==> src/hw/rtl/trle_pkg.sv <==
// Package for the text run-length encoder: payload structs, run command type
// and the constants shared by the front end, the command queue and the back end.
// No dependencies.
package trle_pkg;

    localparam int MAX_RUN   = 9999;
    localparam int CMD_DEPTH = 4;
    localparam int CMD_AW    = $clog2(CMD_DEPTH);

    // run limit in four BCD digits, worked out at elaboration
    localparam logic [15:0] MAX_RUN_BCD = {
        4'((MAX_RUN / 1000) % 10),
        4'((MAX_RUN / 100) % 10),
        4'((MAX_RUN / 10) % 10),
        4'(MAX_RUN % 10)
    };
    localparam logic [15:0] BCD_ONE   = 16'h0001;
    localparam logic [15:0] BCD_TWO   = 16'h0002;
    localparam logic [15:0] BCD_THREE = 16'h0003;
    localparam logic [7:0]  ASCII_ZERO = 8'h30;

    typedef struct packed {
        logic [7:0] in_byte;
        logic       end_of_string;
    } t_in;

    typedef struct packed {
        logic [7:0] out_byte;
        logic       last_of_burst;
        logic       stream_done;
    } t_out;

    typedef struct packed {
        logic [7:0]  run_char;
        logic [15:0] run_bcd;
    } t_run;

    // one command per input beat that causes output: a closed run and,
    // at the end of the string, the final run
    typedef struct packed {
        logic a_valid;
        t_run a;
        logic last;
        t_run b;
    } t_cmd;

endpackage

==> src/hw/rtl/trle_front.sv <==
// Front end of the run-length encoder: tracks the open run and issues run commands.
// Depends on trle_pkg.
module trle_front (
    input  logic          i_clk,
    input  logic          i_rst_n,
    input  logic          i_push,
    input  trle_pkg::t_in i_data,
    input  logic          i_full,
    output logic          o_cmd_push,
    output trle_pkg::t_cmd o_cmd
);

    logic [7:0]  r_held;
    logic [15:0] r_bcd;
    logic        r_open;
    logic [7:0]  n_held;
    logic [15:0] n_bcd;
    logic        n_open;
    logic        w_accept;
    logic        w_cont;

    function automatic logic [15:0] bcd_inc(input logic [15:0] b);
        logic [15:0] r;
        logic        carry;
        logic [3:0]  d;
        r     = '0;
        carry = 1'b1;
        for (int k = 0; k < 4; k++) begin
            d = b[4*k +: 4];
            if (carry && d == 4'd9) begin
                d = 4'd0;
            end else begin
                d     = d + 4'(carry);
                carry = 1'b0;
            end
            r[4*k +: 4] = d;
        end
        return r;
    endfunction

    assign w_accept = i_push && !i_full;
    assign w_cont   = r_open && (i_data.in_byte == r_held) && (r_bcd < trle_pkg::MAX_RUN_BCD);

    always_comb begin
        n_held = r_held;
        n_bcd  = r_bcd;
        n_open = r_open;
        o_cmd.a_valid    = 1'b0;
        o_cmd.a.run_char = r_held;
        o_cmd.a.run_bcd  = r_bcd;
        o_cmd.last       = i_data.end_of_string;
        if (w_cont) begin
            n_bcd = bcd_inc(r_bcd);
        end else begin
            // close the open run and start a new one
            o_cmd.a_valid = r_open;
            n_held = i_data.in_byte;
            n_bcd  = trle_pkg::BCD_ONE;
            n_open = 1'b1;
        end
        o_cmd.b.run_char = n_held;
        o_cmd.b.run_bcd  = n_bcd;
        if (i_data.end_of_string) begin
            n_held = '0;
            n_bcd  = '0;
            n_open = 1'b0;
        end
    end

    assign o_cmd_push = w_accept && (o_cmd.a_valid || o_cmd.last);

    always_ff @(posedge i_clk) begin
        if (!i_rst_n) begin
            r_held <= '0;
            r_bcd  <= '0;
            r_open <= 1'b0;
        end else if (w_accept) begin
            r_held <= n_held;
            r_bcd  <= n_bcd;
            r_open <= n_open;
        end
    end

endmodule

==> src/hw/rtl/trle_cmd_fifo.sv <==
// Short command queue between the front end and the back end of the encoder.
// Depends on trle_pkg.
module trle_cmd_fifo (
    input  logic           i_clk,
    input  logic           i_rst_n,
    input  logic           i_push,
    input  trle_pkg::t_cmd i_data,
    output logic           o_full,
    input  logic           i_pop,
    output trle_pkg::t_cmd o_data,
    output logic           o_empty
);

    trle_pkg::t_cmd                r_mem [trle_pkg::CMD_DEPTH];
    logic [trle_pkg::CMD_AW-1:0]   r_wr;
    logic [trle_pkg::CMD_AW-1:0]   r_rd;
    logic [trle_pkg::CMD_AW:0]     r_cnt;
    logic                          w_wr;
    logic                          w_rd;

    assign o_full  = (r_cnt == (trle_pkg::CMD_AW+1)'(trle_pkg::CMD_DEPTH));
    assign o_empty = (r_cnt == '0);
    assign o_data  = r_mem[r_rd];
    assign w_wr    = i_push && !o_full;
    assign w_rd    = i_pop && !o_empty;

    always_ff @(posedge i_clk) begin
        if (w_wr) begin
            r_mem[r_wr] <= i_data;
        end
    end

    always_ff @(posedge i_clk) begin
        if (!i_rst_n) begin
            r_wr  <= '0;
            r_rd  <= '0;
            r_cnt <= '0;
        end else begin
            if (w_wr) begin
                r_wr <= r_wr + 1'b1;
            end
            if (w_rd) begin
                r_rd <= r_rd + 1'b1;
            end
            if (w_wr && !w_rd) begin
                r_cnt <= r_cnt + 1'b1;
            end else if (w_rd && !w_wr) begin
                r_cnt <= r_cnt - 1'b1;
            end
        end
    end

endmodule

==> src/hw/rtl/trle_back.sv <==
// Back end of the encoder: expands run commands into output bytes, one per cycle
// while popped, through a registered output stage. Depends on trle_pkg.
module trle_back (
    input  logic           i_clk,
    input  logic           i_rst_n,
    input  trle_pkg::t_cmd i_cmd,
    input  logic           i_cmd_empty,
    output logic           o_cmd_pop,
    output logic           o_empty,
    input  logic           i_pop,
    output trle_pkg::t_out o_data
);

    localparam logic [2:0] STEP_D3   = 3'd0;
    localparam logic [2:0] STEP_D2   = 3'd1;
    localparam logic [2:0] STEP_D1   = 3'd2;
    localparam logic [2:0] STEP_D0   = 3'd3;
    localparam logic [2:0] STEP_CHAR = 3'd4;

    logic           r_busy;
    trle_pkg::t_run r_run;
    logic [2:0]     r_step;
    logic           r_final;
    trle_pkg::t_run r_b;
    logic           r_done;
    logic           r_out_valid;
    trle_pkg::t_out r_out;

    logic           w_adv;
    logic           w_run_end;
    logic           w_cmd_end;
    logic           w_big;
    logic [3:0]     w_digit;
    logic [7:0]     w_byte;

    // first step of a run: leading digit for long runs, char repeats otherwise
    function automatic logic [2:0] start_step(input logic [15:0] b);
        logic [2:0] s;
        if (b >= trle_pkg::BCD_THREE) begin
            if (b[15:12] != 4'd0) begin
                s = STEP_D3;
            end else if (b[11:8] != 4'd0) begin
                s = STEP_D2;
            end else if (b[7:4] != 4'd0) begin
                s = STEP_D1;
            end else begin
                s = STEP_D0;
            end
        end else if (b == trle_pkg::BCD_TWO) begin
            s = STEP_D0;
        end else begin
            s = STEP_CHAR;
        end
        return s;
    endfunction

    assign w_adv     = !r_out_valid || i_pop;
    assign w_run_end = (r_step == STEP_CHAR);
    assign w_cmd_end = w_run_end && r_final;
    assign w_big     = (r_run.run_bcd >= trle_pkg::BCD_THREE);
    assign o_cmd_pop = !i_cmd_empty && (!r_busy || (w_adv && w_cmd_end));

    always_comb begin
        case (r_step)
            STEP_D3: w_digit = r_run.run_bcd[15:12];
            STEP_D2: w_digit = r_run.run_bcd[11:8];
            STEP_D1: w_digit = r_run.run_bcd[7:4];
            STEP_D0: w_digit = r_run.run_bcd[3:0];
            default: w_digit = 4'd0;
        endcase
        if (w_run_end || !w_big) begin
            w_byte = r_run.run_char;
        end else begin
            w_byte = trle_pkg::ASCII_ZERO + {4'd0, w_digit};
        end
    end

    always_ff @(posedge i_clk) begin
        if (!i_rst_n) begin
            r_busy      <= 1'b0;
            r_out_valid <= 1'b0;
        end else begin
            if (w_adv) begin
                r_out_valid <= r_busy;
            end
            if (o_cmd_pop) begin
                r_busy <= 1'b1;
            end else if (w_adv && w_cmd_end) begin
                r_busy <= 1'b0;
            end
        end
    end

    always_ff @(posedge i_clk) begin
        if (w_adv && r_busy) begin
            r_out.out_byte      <= w_byte;
            r_out.last_of_burst <= w_cmd_end;
            r_out.stream_done   <= w_cmd_end && r_done;
            if (!w_run_end) begin
                r_step <= r_step + 1'b1;
            end else if (!r_final) begin
                // move on to the final run of this command
                r_run   <= r_b;
                r_step  <= start_step(r_b.run_bcd);
                r_final <= 1'b1;
            end
        end
        if (o_cmd_pop) begin
            r_b    <= i_cmd.b;
            r_done <= i_cmd.last;
            if (i_cmd.a_valid) begin
                r_run   <= i_cmd.a;
                r_step  <= start_step(i_cmd.a.run_bcd);
                r_final <= !i_cmd.last;
            end else begin
                r_run   <= i_cmd.b;
                r_step  <= start_step(i_cmd.b.run_bcd);
                r_final <= 1'b1;
            end
        end
    end

    assign o_empty = !r_out_valid;
    assign o_data  = r_out;

endmodule

==> src/hw/rtl/text_run_length_encoder.sv <==
// Text run-length encoder, top level. Depends on trle_pkg, trle_front,
// trle_cmd_fifo and trle_back.
// A burst's first byte goes through the command queue and the back end's output register.
// Throughput: one input beat per cycle while the four-entry command queue has room;
// output is one byte per cycle while popped, set by the single expander and output register.
// Reset: synchronous, active low; clears the open run, the command queue and the output stage.
module text_run_length_encoder (
    input  logic           i_clk,
    input  logic           i_rst_n,
    input  logic           push,
    input  trle_pkg::t_in  i_data,
    output logic           full,
    output logic           empty,
    input  logic           pop,
    output trle_pkg::t_out o_data
);

    logic           w_cmd_push;
    trle_pkg::t_cmd w_cmd_in;
    logic           w_cmd_full;
    logic           w_cmd_pop;
    trle_pkg::t_cmd w_cmd_out;
    logic           w_cmd_empty;

    trle_front u_front (
        .i_clk      (i_clk),
        .i_rst_n    (i_rst_n),
        .i_push     (push),
        .i_data     (i_data),
        .i_full     (w_cmd_full),
        .o_cmd_push (w_cmd_push),
        .o_cmd      (w_cmd_in)
    );

    trle_cmd_fifo u_fifo (
        .i_clk   (i_clk),
        .i_rst_n (i_rst_n),
        .i_push  (w_cmd_push),
        .i_data  (w_cmd_in),
        .o_full  (w_cmd_full),
        .i_pop   (w_cmd_pop),
        .o_data  (w_cmd_out),
        .o_empty (w_cmd_empty)
    );

    trle_back u_back (
        .i_clk       (i_clk),
        .i_rst_n     (i_rst_n),
        .i_cmd       (w_cmd_out),
        .i_cmd_empty (w_cmd_empty),
        .o_cmd_pop   (w_cmd_pop),
        .o_empty     (empty),
        .i_pop       (pop),
        .o_data      (o_data)
    );

    assign full = w_cmd_full;

    a_no_cmd_overflow: assert property (@(posedge i_clk) disable iff (!i_rst_n)
        w_cmd_push |-> !w_cmd_full)
        else $error("command pushed into a full queue");

    a_cmd_has_output: assert property (@(posedge i_clk) disable iff (!i_rst_n)
        w_cmd_push |-> (w_cmd_in.a_valid || w_cmd_in.last))
        else $error("command queued that produces no bytes");

    a_done_ends_burst: assert property (@(posedge i_clk) disable iff (!i_rst_n)
        (!empty && o_data.stream_done) |-> o_data.last_of_burst)
        else $error("stream end flagged inside a burst");

endmodule
==> config.mk <==
export PLATFORM = sky130hd
export DESIGN_NAME = text_run_length_encoder
export DESIGN_NICKNAME = d
export VERILOG_FILES = /design/src/hw/rtl/trle_pkg.sv /design/src/hw/rtl/trle_front.sv /design/src/hw/rtl/trle_cmd_fifo.sv /design/src/hw/rtl/trle_back.sv /design/src/hw/rtl/text_run_length_encoder.sv
export SDC_FILE = /design/constraint.sdc
export NUM_CORES = 1
export LEC_CHECK = 0
export BUFFER_PORTS_ARGS = -buffer_cell sky130_fd_sc_hd__buf_2
export CAP_MARGIN = 25
export CORE_MARGIN = 1.5
export CORE_UTILIZATION = 53
export DETAILED_ROUTE_END_ITERATION = 6
export GPL_ROUTABILITY_DRIVEN = 1
export GPL_TIMING_DRIVEN = 1
export PLACE_DENSITY = 0.77
export SYNTH_ARGS = -nofsm -noshare
export SYNTH_HDL_FRONTEND = slang
export SYNTH_SLANG_ARGS = --single-unit
==> constraint.sdc <==
create_clock -name i_clk -period 10.2 [get_ports i_clk]
set_input_delay 0.51 -clock i_clk [delete_from_list [all_inputs] [get_ports i_clk]]
set_output_delay 0.51 -clock i_clk [all_outputs]
set_load 0.01 [all_outputs]
==> results by group, run 1 <==
Status
  • Run status: completed

CTS
  • CTS root buffer: clkbuf_16
  • CTS tree: built
  • Cts repair resizes: 0
  • Clk Latency, worst-skew pair: 540 ps
  • Clk buf depth: 3
  • Post-CTS setup repair buffer count: 0
  • # clock sinks: 299
  • H-tree Lvls: 1
  • Total CTS buffers: 28
  • # hold bufs at CTS: 0
  • CTS clk-pin slew, worst paths: 60 ps

Global route
  • GR Overflow Total: 0
  • Vias in the first global route: 6357
  • Total track usage: 0.194
  • Largest net degree at the start of global routing: 78
  • Initial antenna violation count: 0
  • First-pass GRT wire length: 35900 um

Power
  • VDD IR-drop max: ~0.13 mV
  • Power Density: 263 nW/um2
  • Leak: between 4 and 5 nW
  • Power, Total: 0.00362 W

Timing
  • Min Hold Slack: 230 ps
  • Skew final: 23.8 ps
  • Worst slew margin: 0.324
  • Final period utilization: 0.338
  • Sum Neg Setup Slack: 0 ps
  • Final worst slack: 6750 ps
  • Fmax: 290 MHz
  • Final setup viols: 0
  • Pins Over Slew Limit: 0
  • Final worst path period need: 3450 ps
  • RSZ-0062 raised after global routing: false
  • Final hold violations: 0
  • Slew at the pin closest to its max-slew limit: 1010 ps

Detailed routing
  • Via density per instance: 5.88
  • Vias: 6595
  • DRT Pass-1 Iters: 6
  • Final WL: roughly 23000 um
  • Wire per inst: 20.6 um
  • Post-DRT Antenna Nets: 0
  • Drc violations: 0
  • Starting DRT DRC Count: 656

Synthesis
  • Ys async rst share: 0
  • Post-Syn Area: 12400 um2
  • Top post-synthesis cells by area: edfxtp_1 64%, mux4_2 6.2%, dfxtp_1 5.8%, mux4_1 3.4%, a21oi_1 2.3%
  • Syn. warnings: 0
  • Post-synth EDFFs: about 260
  • Mean post-synth cell area: around 16 um2
  • Synth Flop Type: edfxtp_1
  • #FFs+latches synth: 299
  • Synth cell types: 59
  • Sequential share of the synthesized area: 0.695
  • Post-Syn Instances: 767
  • Syn Nets: approximately 800
  • Area leader, netlist: edfxtp_1
  • Post-synth top area share: 0.637

Cells and area
  • Fill count: about 1600
  • N_diodes: 0
  • Number of nets in the layout: between 800 and 900
  • Fraction of layout cells with a size suffix above 1: 0.158
  • Core Util, Final: 0.604
  • Area Growth Syn to Fin: 10.9%

Floorplan
  • Io pins: 25
  • DIE HEIGHT: 156 um
  • Initial Util: 0.545
  • Chip Width: 156 um
  • Die area: 24300 um2
  • Core box area: 22800 um2
  • Row Count: 55

Setup path
  • Critical path required time: 10370 ps
  • Worst path cell trace: o311ai_2 -> a2111oi_2 -> nor4_4 -> buf_4 -> o22ai_2 -> and2_2 -> buf_4
  • Crit path max fanout: 27
  • Critical Path Most Common Cell: buf_4
  • Crit path DAT: 3620 ps
  • Startpoint types: register
  • Slowest CP cell: and2_2
  • CP Capture Type: register
  • Worst path max stage delay: 640 ps
  • Critical path class: register to register
  • Crit path max-delay family: compound AO/OA/AOI/OAI gates
  • Buf+Inv Stages, Crit Path: 2

Place
  • Gp weighted congestion: between 0.7 and 0.8
  • DP HPWL: ~14000 um
  • Place WS: 6760 ps
  • PortBufs: 24

Job
  • Max cap viols: 0

Worst hold path
  • Hold Path Class: input port to register
==> final cells by class <==
| type | instances | area (um2) | share of cell area |
|---|---|---|---|
| clock buffers | 39 | 783 | 0.0569 |
| clock inverters | 13 | 209 | 0.0152 |
| inverters | 17 | 63.8 | 0.00464 |
| multi-input cells | 406 | 3490 | 0.254 |
| flip-flops and latches | 299 | 8620 | 0.627 |
| well taps | 313 | 392 | 0.0285 |
| repair buffers | 35 | 203 | 0.0147 |
==> power by group <==
group	leakage [nW]	total, W	internal, W	switching [W]
clock	0.482	0.00110	0.000685	0.000419
sequential	2.75	0.00170	0.00161	0.0000948
combinational	1.37	0.000811	0.000315	0.000496
==> final timing paths <==
kind               startpoint                   to  slack, ps  depth (start not counted)
max          u_front.r_bcd[0]   u_fifo.r_mem[0][5]       6750                          7
min                 i_data[3]  u_fifo.r_mem[1][18]        230                          1
max reg2reg  u_front.r_bcd[0]   u_fifo.r_mem[0][5]       6750                          7
min reg2reg    u_fifo.r_wr[1]       u_fifo.r_wr[1]        500                          2
==> stage by stage <==
step	std cells	area [um2]
3_3_place_gp	1070	12800
4_1_cts	1122	13800
3_5_place_dp	1070	12800
6_report	1122	13800
2_1_floorplan	767	12400
5_1_grt	1122	13800
==> synthesized netlist by cell type, types with 7 or more instances <==
library cell / number
nand3_1: 21
nand2_1: 34
nor3_1: 12
o21ai_0: 10
nor2b_1: 9
mux4_1: 16
buf_2: 10
edfxtp_1: 263
dfxtp_1: 36
nor2_1: 61
xor2_1: 7
a21oi_1: 58
xnor2_1: 13
mux4_2: 34
inv_1: 16
clkbuf_1: 24
nor4_1: 10
mux2i_1: 26
and3_1: 11
ha_1: 16
==> flip-flops by register name, indices dropped and copies added (netlist names), named ones only <==
name                cells
u_fifo.r_mem          200
u_fifo.r_rd             2
u_back.o_data          10
u_back.r_final          1
u_back.r_busy           1
u_front.r_held          8
u_front.r_open          1
u_back.r_run           24
u_back.r_step           3
u_fifo.r_wr             2
u_back.r_b             24
u_back.r_out_valid      1
u_back.r_done           1
u_fifo.r_cnt            3
u_front.r_bcd          16
==> placed cells by master, fill, tap and decap left out, types with 5 or more instances in the layout <==
cell type and count:
buf_4 11, clkinv_1 5, nand2_1 34, nor4_1 10
mux4_2 34, xor2_1 7, clkbuf_1 8, bufinv_16 6
o211ai_1 5, mux2i_1 26, and3_1 11, a21oi_1 58
nor2b_1 9, nand3_1 21, edfxtp_1 263, nor2_1 61
buf_2 24, inv_1 16, o21ai_0 10, mux4_1 16
xnor2_1 13, nor3_1 12, clkbuf_16 29, dfxtp_1 34
ha_1 16
==> kinds of logic (layout without fill, tap and decap cells) <==
family / after synthesis / count (layout) / share of synthesized area
adders and majority gates: 17 / 17 / 0.0177
buffers and inverters: 62 / 104 / 0.0248
AOI/OAI and AO/OA: 91 / 91 / 0.0447
muxes: 77 / 77 / 0.117
DFF: 299 / 299 / 0.695
and+or+nand+nor: 201 / 201 / 0.0865
xor gates and xnor gates: 20 / 20 / 0.0141
==> routing by layer <==
layer | vias up | track usage | wire length, um
met3 | 29 | 0.0319 | 1900
met4 | 0 | 0.0481 | 394
met5 | - | 0 | 0
met2 | 229 | 0.315 | 11100
li1 | 3045 | - | -
met1 | 3292 | 0.276 | 9710
Power figures use the tool's default switching activity.
==> inputs of run 2 (changes only) <==
--- a/config.mk
+++ b/config.mk
@@ -12,7 +12,7 @@
 export DETAILED_ROUTE_END_ITERATION = 6
 export GPL_ROUTABILITY_DRIVEN = 1
 export GPL_TIMING_DRIVEN = 1
-export PLACE_DENSITY = 0.77
+export PLACE_DENSITY = 0.8
 export SYNTH_ARGS = -nofsm -noshare
 export SYNTH_HDL_FRONTEND = slang
 export SYNTH_SLANG_ARGS = --single-unit
==> constraint.sdc (replaced) <==
create_clock -name i_clk -period 3.1 [get_ports i_clk]
set_input_delay 0.155 -clock i_clk [delete_from_list [all_inputs] [get_ports i_clk]]
set_output_delay 0.155 -clock i_clk [all_outputs]
set_load 0.01 [all_outputs]
==> results by group, run 2 (synthesized netlist as in run 1, its figures left out) <==
Cells and area
  • Fill count: 1548 (-3.9%)
  • Commonest non-fill, non-tap cells in the layout: 263 x edfxtp_1, 61 x nor2_1, 58 x a21oi_1
  • N_diodes: 0 (unchanged)
  • Area Growth Syn to Fin: 13.9%
  • Number of nets in the layout: 848 (+3.8%)
  • Largest register FFs: 200 (unchanged)
  • Storage element area: 8620 um2 (unchanged)
  • Top reg by flops: u_fifo.r_mem
  • Post-route cell area: 14100 um2 (+2.6%)
  • Fraction of layout cells with a size suffix above 1: 0.185 (+0.0265)
  • Commonest non-fill, non-tap cell in the layout: edfxtp_1
  • Area of the multi-input gates: 3500 um2 (+0.36%)
  • Regs by FF count: u_fifo.r_mem: 200 flops, u_back.r_b: 24 flops, u_back.r_run: 24 flops

Worst hold path
  • Hold Path Class: input port to register
  • Hold Startpoint: i_rst_n

Timing
  • Final hold violations: 0 (unchanged)
  • Fmax: 346 MHz (+19%)
  • Sum Neg Setup Slack: 0 ps (unchanged)
  • Slew at the pin closest to its max-slew limit: 1000 ps (-10.5 ps)
  • Final period utilization: 0.933 (+0.594)
  • Min Hold Slack: 21.5 ps (-208 ps)
  • Pins Over Slew Limit: 0 (unchanged)
  • Worst slew margin: 0.331 (+0.00704)
  • Final worst path period need: 2890 ps (-561 ps)
  • Final setup viols: 0 (unchanged)
  • Skew final: 12.8 ps (-11.0 ps)
  • RSZ-0062 raised after global routing: false

CTS
  • Total CTS buffers: 28 (unchanged)
  • CTS tree: built
  • # clock sinks: 299 (unchanged)
  • CTS clk-pin slew, worst paths: 60 ps (about the same)
  • Clk Latency, worst-skew pair: 530 ps (about the same)
  • Post-CTS setup repair buffer count: 0 (unchanged)
  • H-tree Lvls: 1 (unchanged)
  • CTS root buffer: clkbuf_16
  • Clk buf depth: 3 (unchanged)

Floorplan
  • Initial Util: 0.545 (unchanged)
  • Die area: 24300 um2 (unchanged)
  • Row Count: 55 (unchanged)
  • Io pins: 25 (unchanged)
  • Chip Width: 156 um (unchanged)
  • DIE HEIGHT: 156 um (unchanged)
  • Core box area: 22800 um2 (unchanged)

Detailed routing
  • Via density per instance: 5.95 (+1.3%)
  • DRT Pass-1 Iters: 7 (+1)
  • Vias: 6856 (+4.0%)
  • Wire per inst: 21.6 um (+5.1%)
  • Post-DRT Antenna Nets: 0 (unchanged)
  • Final WL: 24900 um (+7.9%)
  • Drc violations: 0 (unchanged)
  • Starting DRT DRC Count: 628 (-4.3%)

Global route
  • Layer with the highest usage: met2
  • GR Util met2: 0.361 (+0.0463)
  • Vias in the first global route: 6888 (+8.4%)
  • First-pass GRT wire length: 38700 um (+7.7%)
  • Total track usage: 0.212 (+0.0181)
  • GR Overflow Total: 0 (unchanged)
  • M1 GR Usage: 0.283 (+0.00726)
  • Largest net degree at the start of global routing: 51 (-35%)
  • Initial antenna violation count: 0 (unchanged)
  • Met3 Use GR: 0.0333 (+0.00139)

Setup path
  • Critical path class: register to register
  • Reg2reg path depth: 10 (+3)
  • RR Startpoint: u_front.r_bcd[12]
  • Beginning of the critical path: u_front.r_bcd[12]
  • Crit path max fanout: 7 (-74%)
  • Crit path DAT: 3350 ps (-270 ps)
  • R2R Path End: u_fifo.r_cnt[2]
  • CP Capture Type: register
  • End of the critical path: u_fifo.r_cnt[2]
  • R2r setup slk: 210 ps (-6540 ps)
  • Critical path required time: 3560 ps (-6810 ps)
  • Startpoint types: register

Place
  • PortBufs: 24 (unchanged)
  • Post-Place Cell Area: 13000 um2 (+2.1%)
  • DP HPWL: 16000 um (+12%)
  • Gp weighted congestion: 0.808 (+3.3%)

Status
  • Run status: completed

Job
  • Max cap viols: 0 (unchanged)

Power
  • Leak: 4.77 nW (+3.8%)
  • Power Density: 848 nW/um2 (+220%)
  • VDD IR-drop max: 0.437 mV (+240%)
-- run 2: cell types whose count changed in the layout (fill, tap and decap cells not counted), sizes merged --
cell | previous run | this run
dlygate4sd3 | 0 | 10
clkinvlp | 0 | 1
inv | 17 | 18
bufinv | 6 | 5
clkinv | 7 | 8
buf | 35 | 56
clkbuf | 39 | 36
-- run 2: repair_timing --
action	CTS	global route
gates resized for setup	0	1
setup endpoints to repair	0	1
hold buffers	10	0
endpoints found under the hold margin	38	0
-- run 2: how the worst min path moves through the flow --
| stage | cells past startpoint | to |
|---|---|---|
| global placement | 1 | u_fifo.r_mem[0][16] |
| finish | 3 | u_front.r_bcd[10] |
| detailed placement | 1 | u_fifo.r_mem[0][16] |
| floorplan | 0 | u_fifo.r_mem[0][24] |
| CTS | 3 | u_front.r_bcd[10] |
| global route | 3 | u_front.r_bcd[3] |
-- run 2: area by class of cell --
class	instances	area share
Sequential cell	299	0.610
Clock buffer	36	0.0547
Tap cell	313	0.0277
Multi-Input combinational cell	406	0.248
Timing Repair Buffer	66	0.0402
Inverter	17	0.00452
Clock inverter	15	0.0145
-- run 2: worst max-delay path: stages, from the launching register on --
cell and delay [ps]:
dfxtp_1 480, nand4bb_1 320, a2111oi_4 500, nor4_4 100, o22ai_2 150, ha_1 210, inv_1 60, fa_1 380
xor2_1 160, or3_1 310, a21oi_1 140
-- run 2: layer usage --
layer | vias up | wire length (um)
met2 | 276 | 12500
met4 | 0 | 511
met3 | 43 | 1630
met5 | - | 0
li1 | 3096 | -
met1 | 3441 | 10300
-- run 2: where the power goes --
group / total [W] / internal (W) / switching (W)
clock: 0.00356 / 0.00217 / 0.00139
combinational: 0.00277 / 0.00116 / 0.00161
sequential: 0.00564 / 0.00529 / 0.000358
total: 0.0120 / 0.00862 / 0.00336
-- run 2: stage by stage --
stage / utilization / power [W] / instances / worst slack, ps
CTS: 0.620 / 0.0120 / 1152 / 128
global route: 0.620 / 0.0125 / 1152 / 76.6
global placement: 0.571 / 0.00836 / 1090 / 281
floorplan: - / 0.00763 / 767 / 25.1
finish: 0.620 / 0.0120 / 1152 / 208
detailed placement: 0.572 / 0.00848 / 1091 / 215
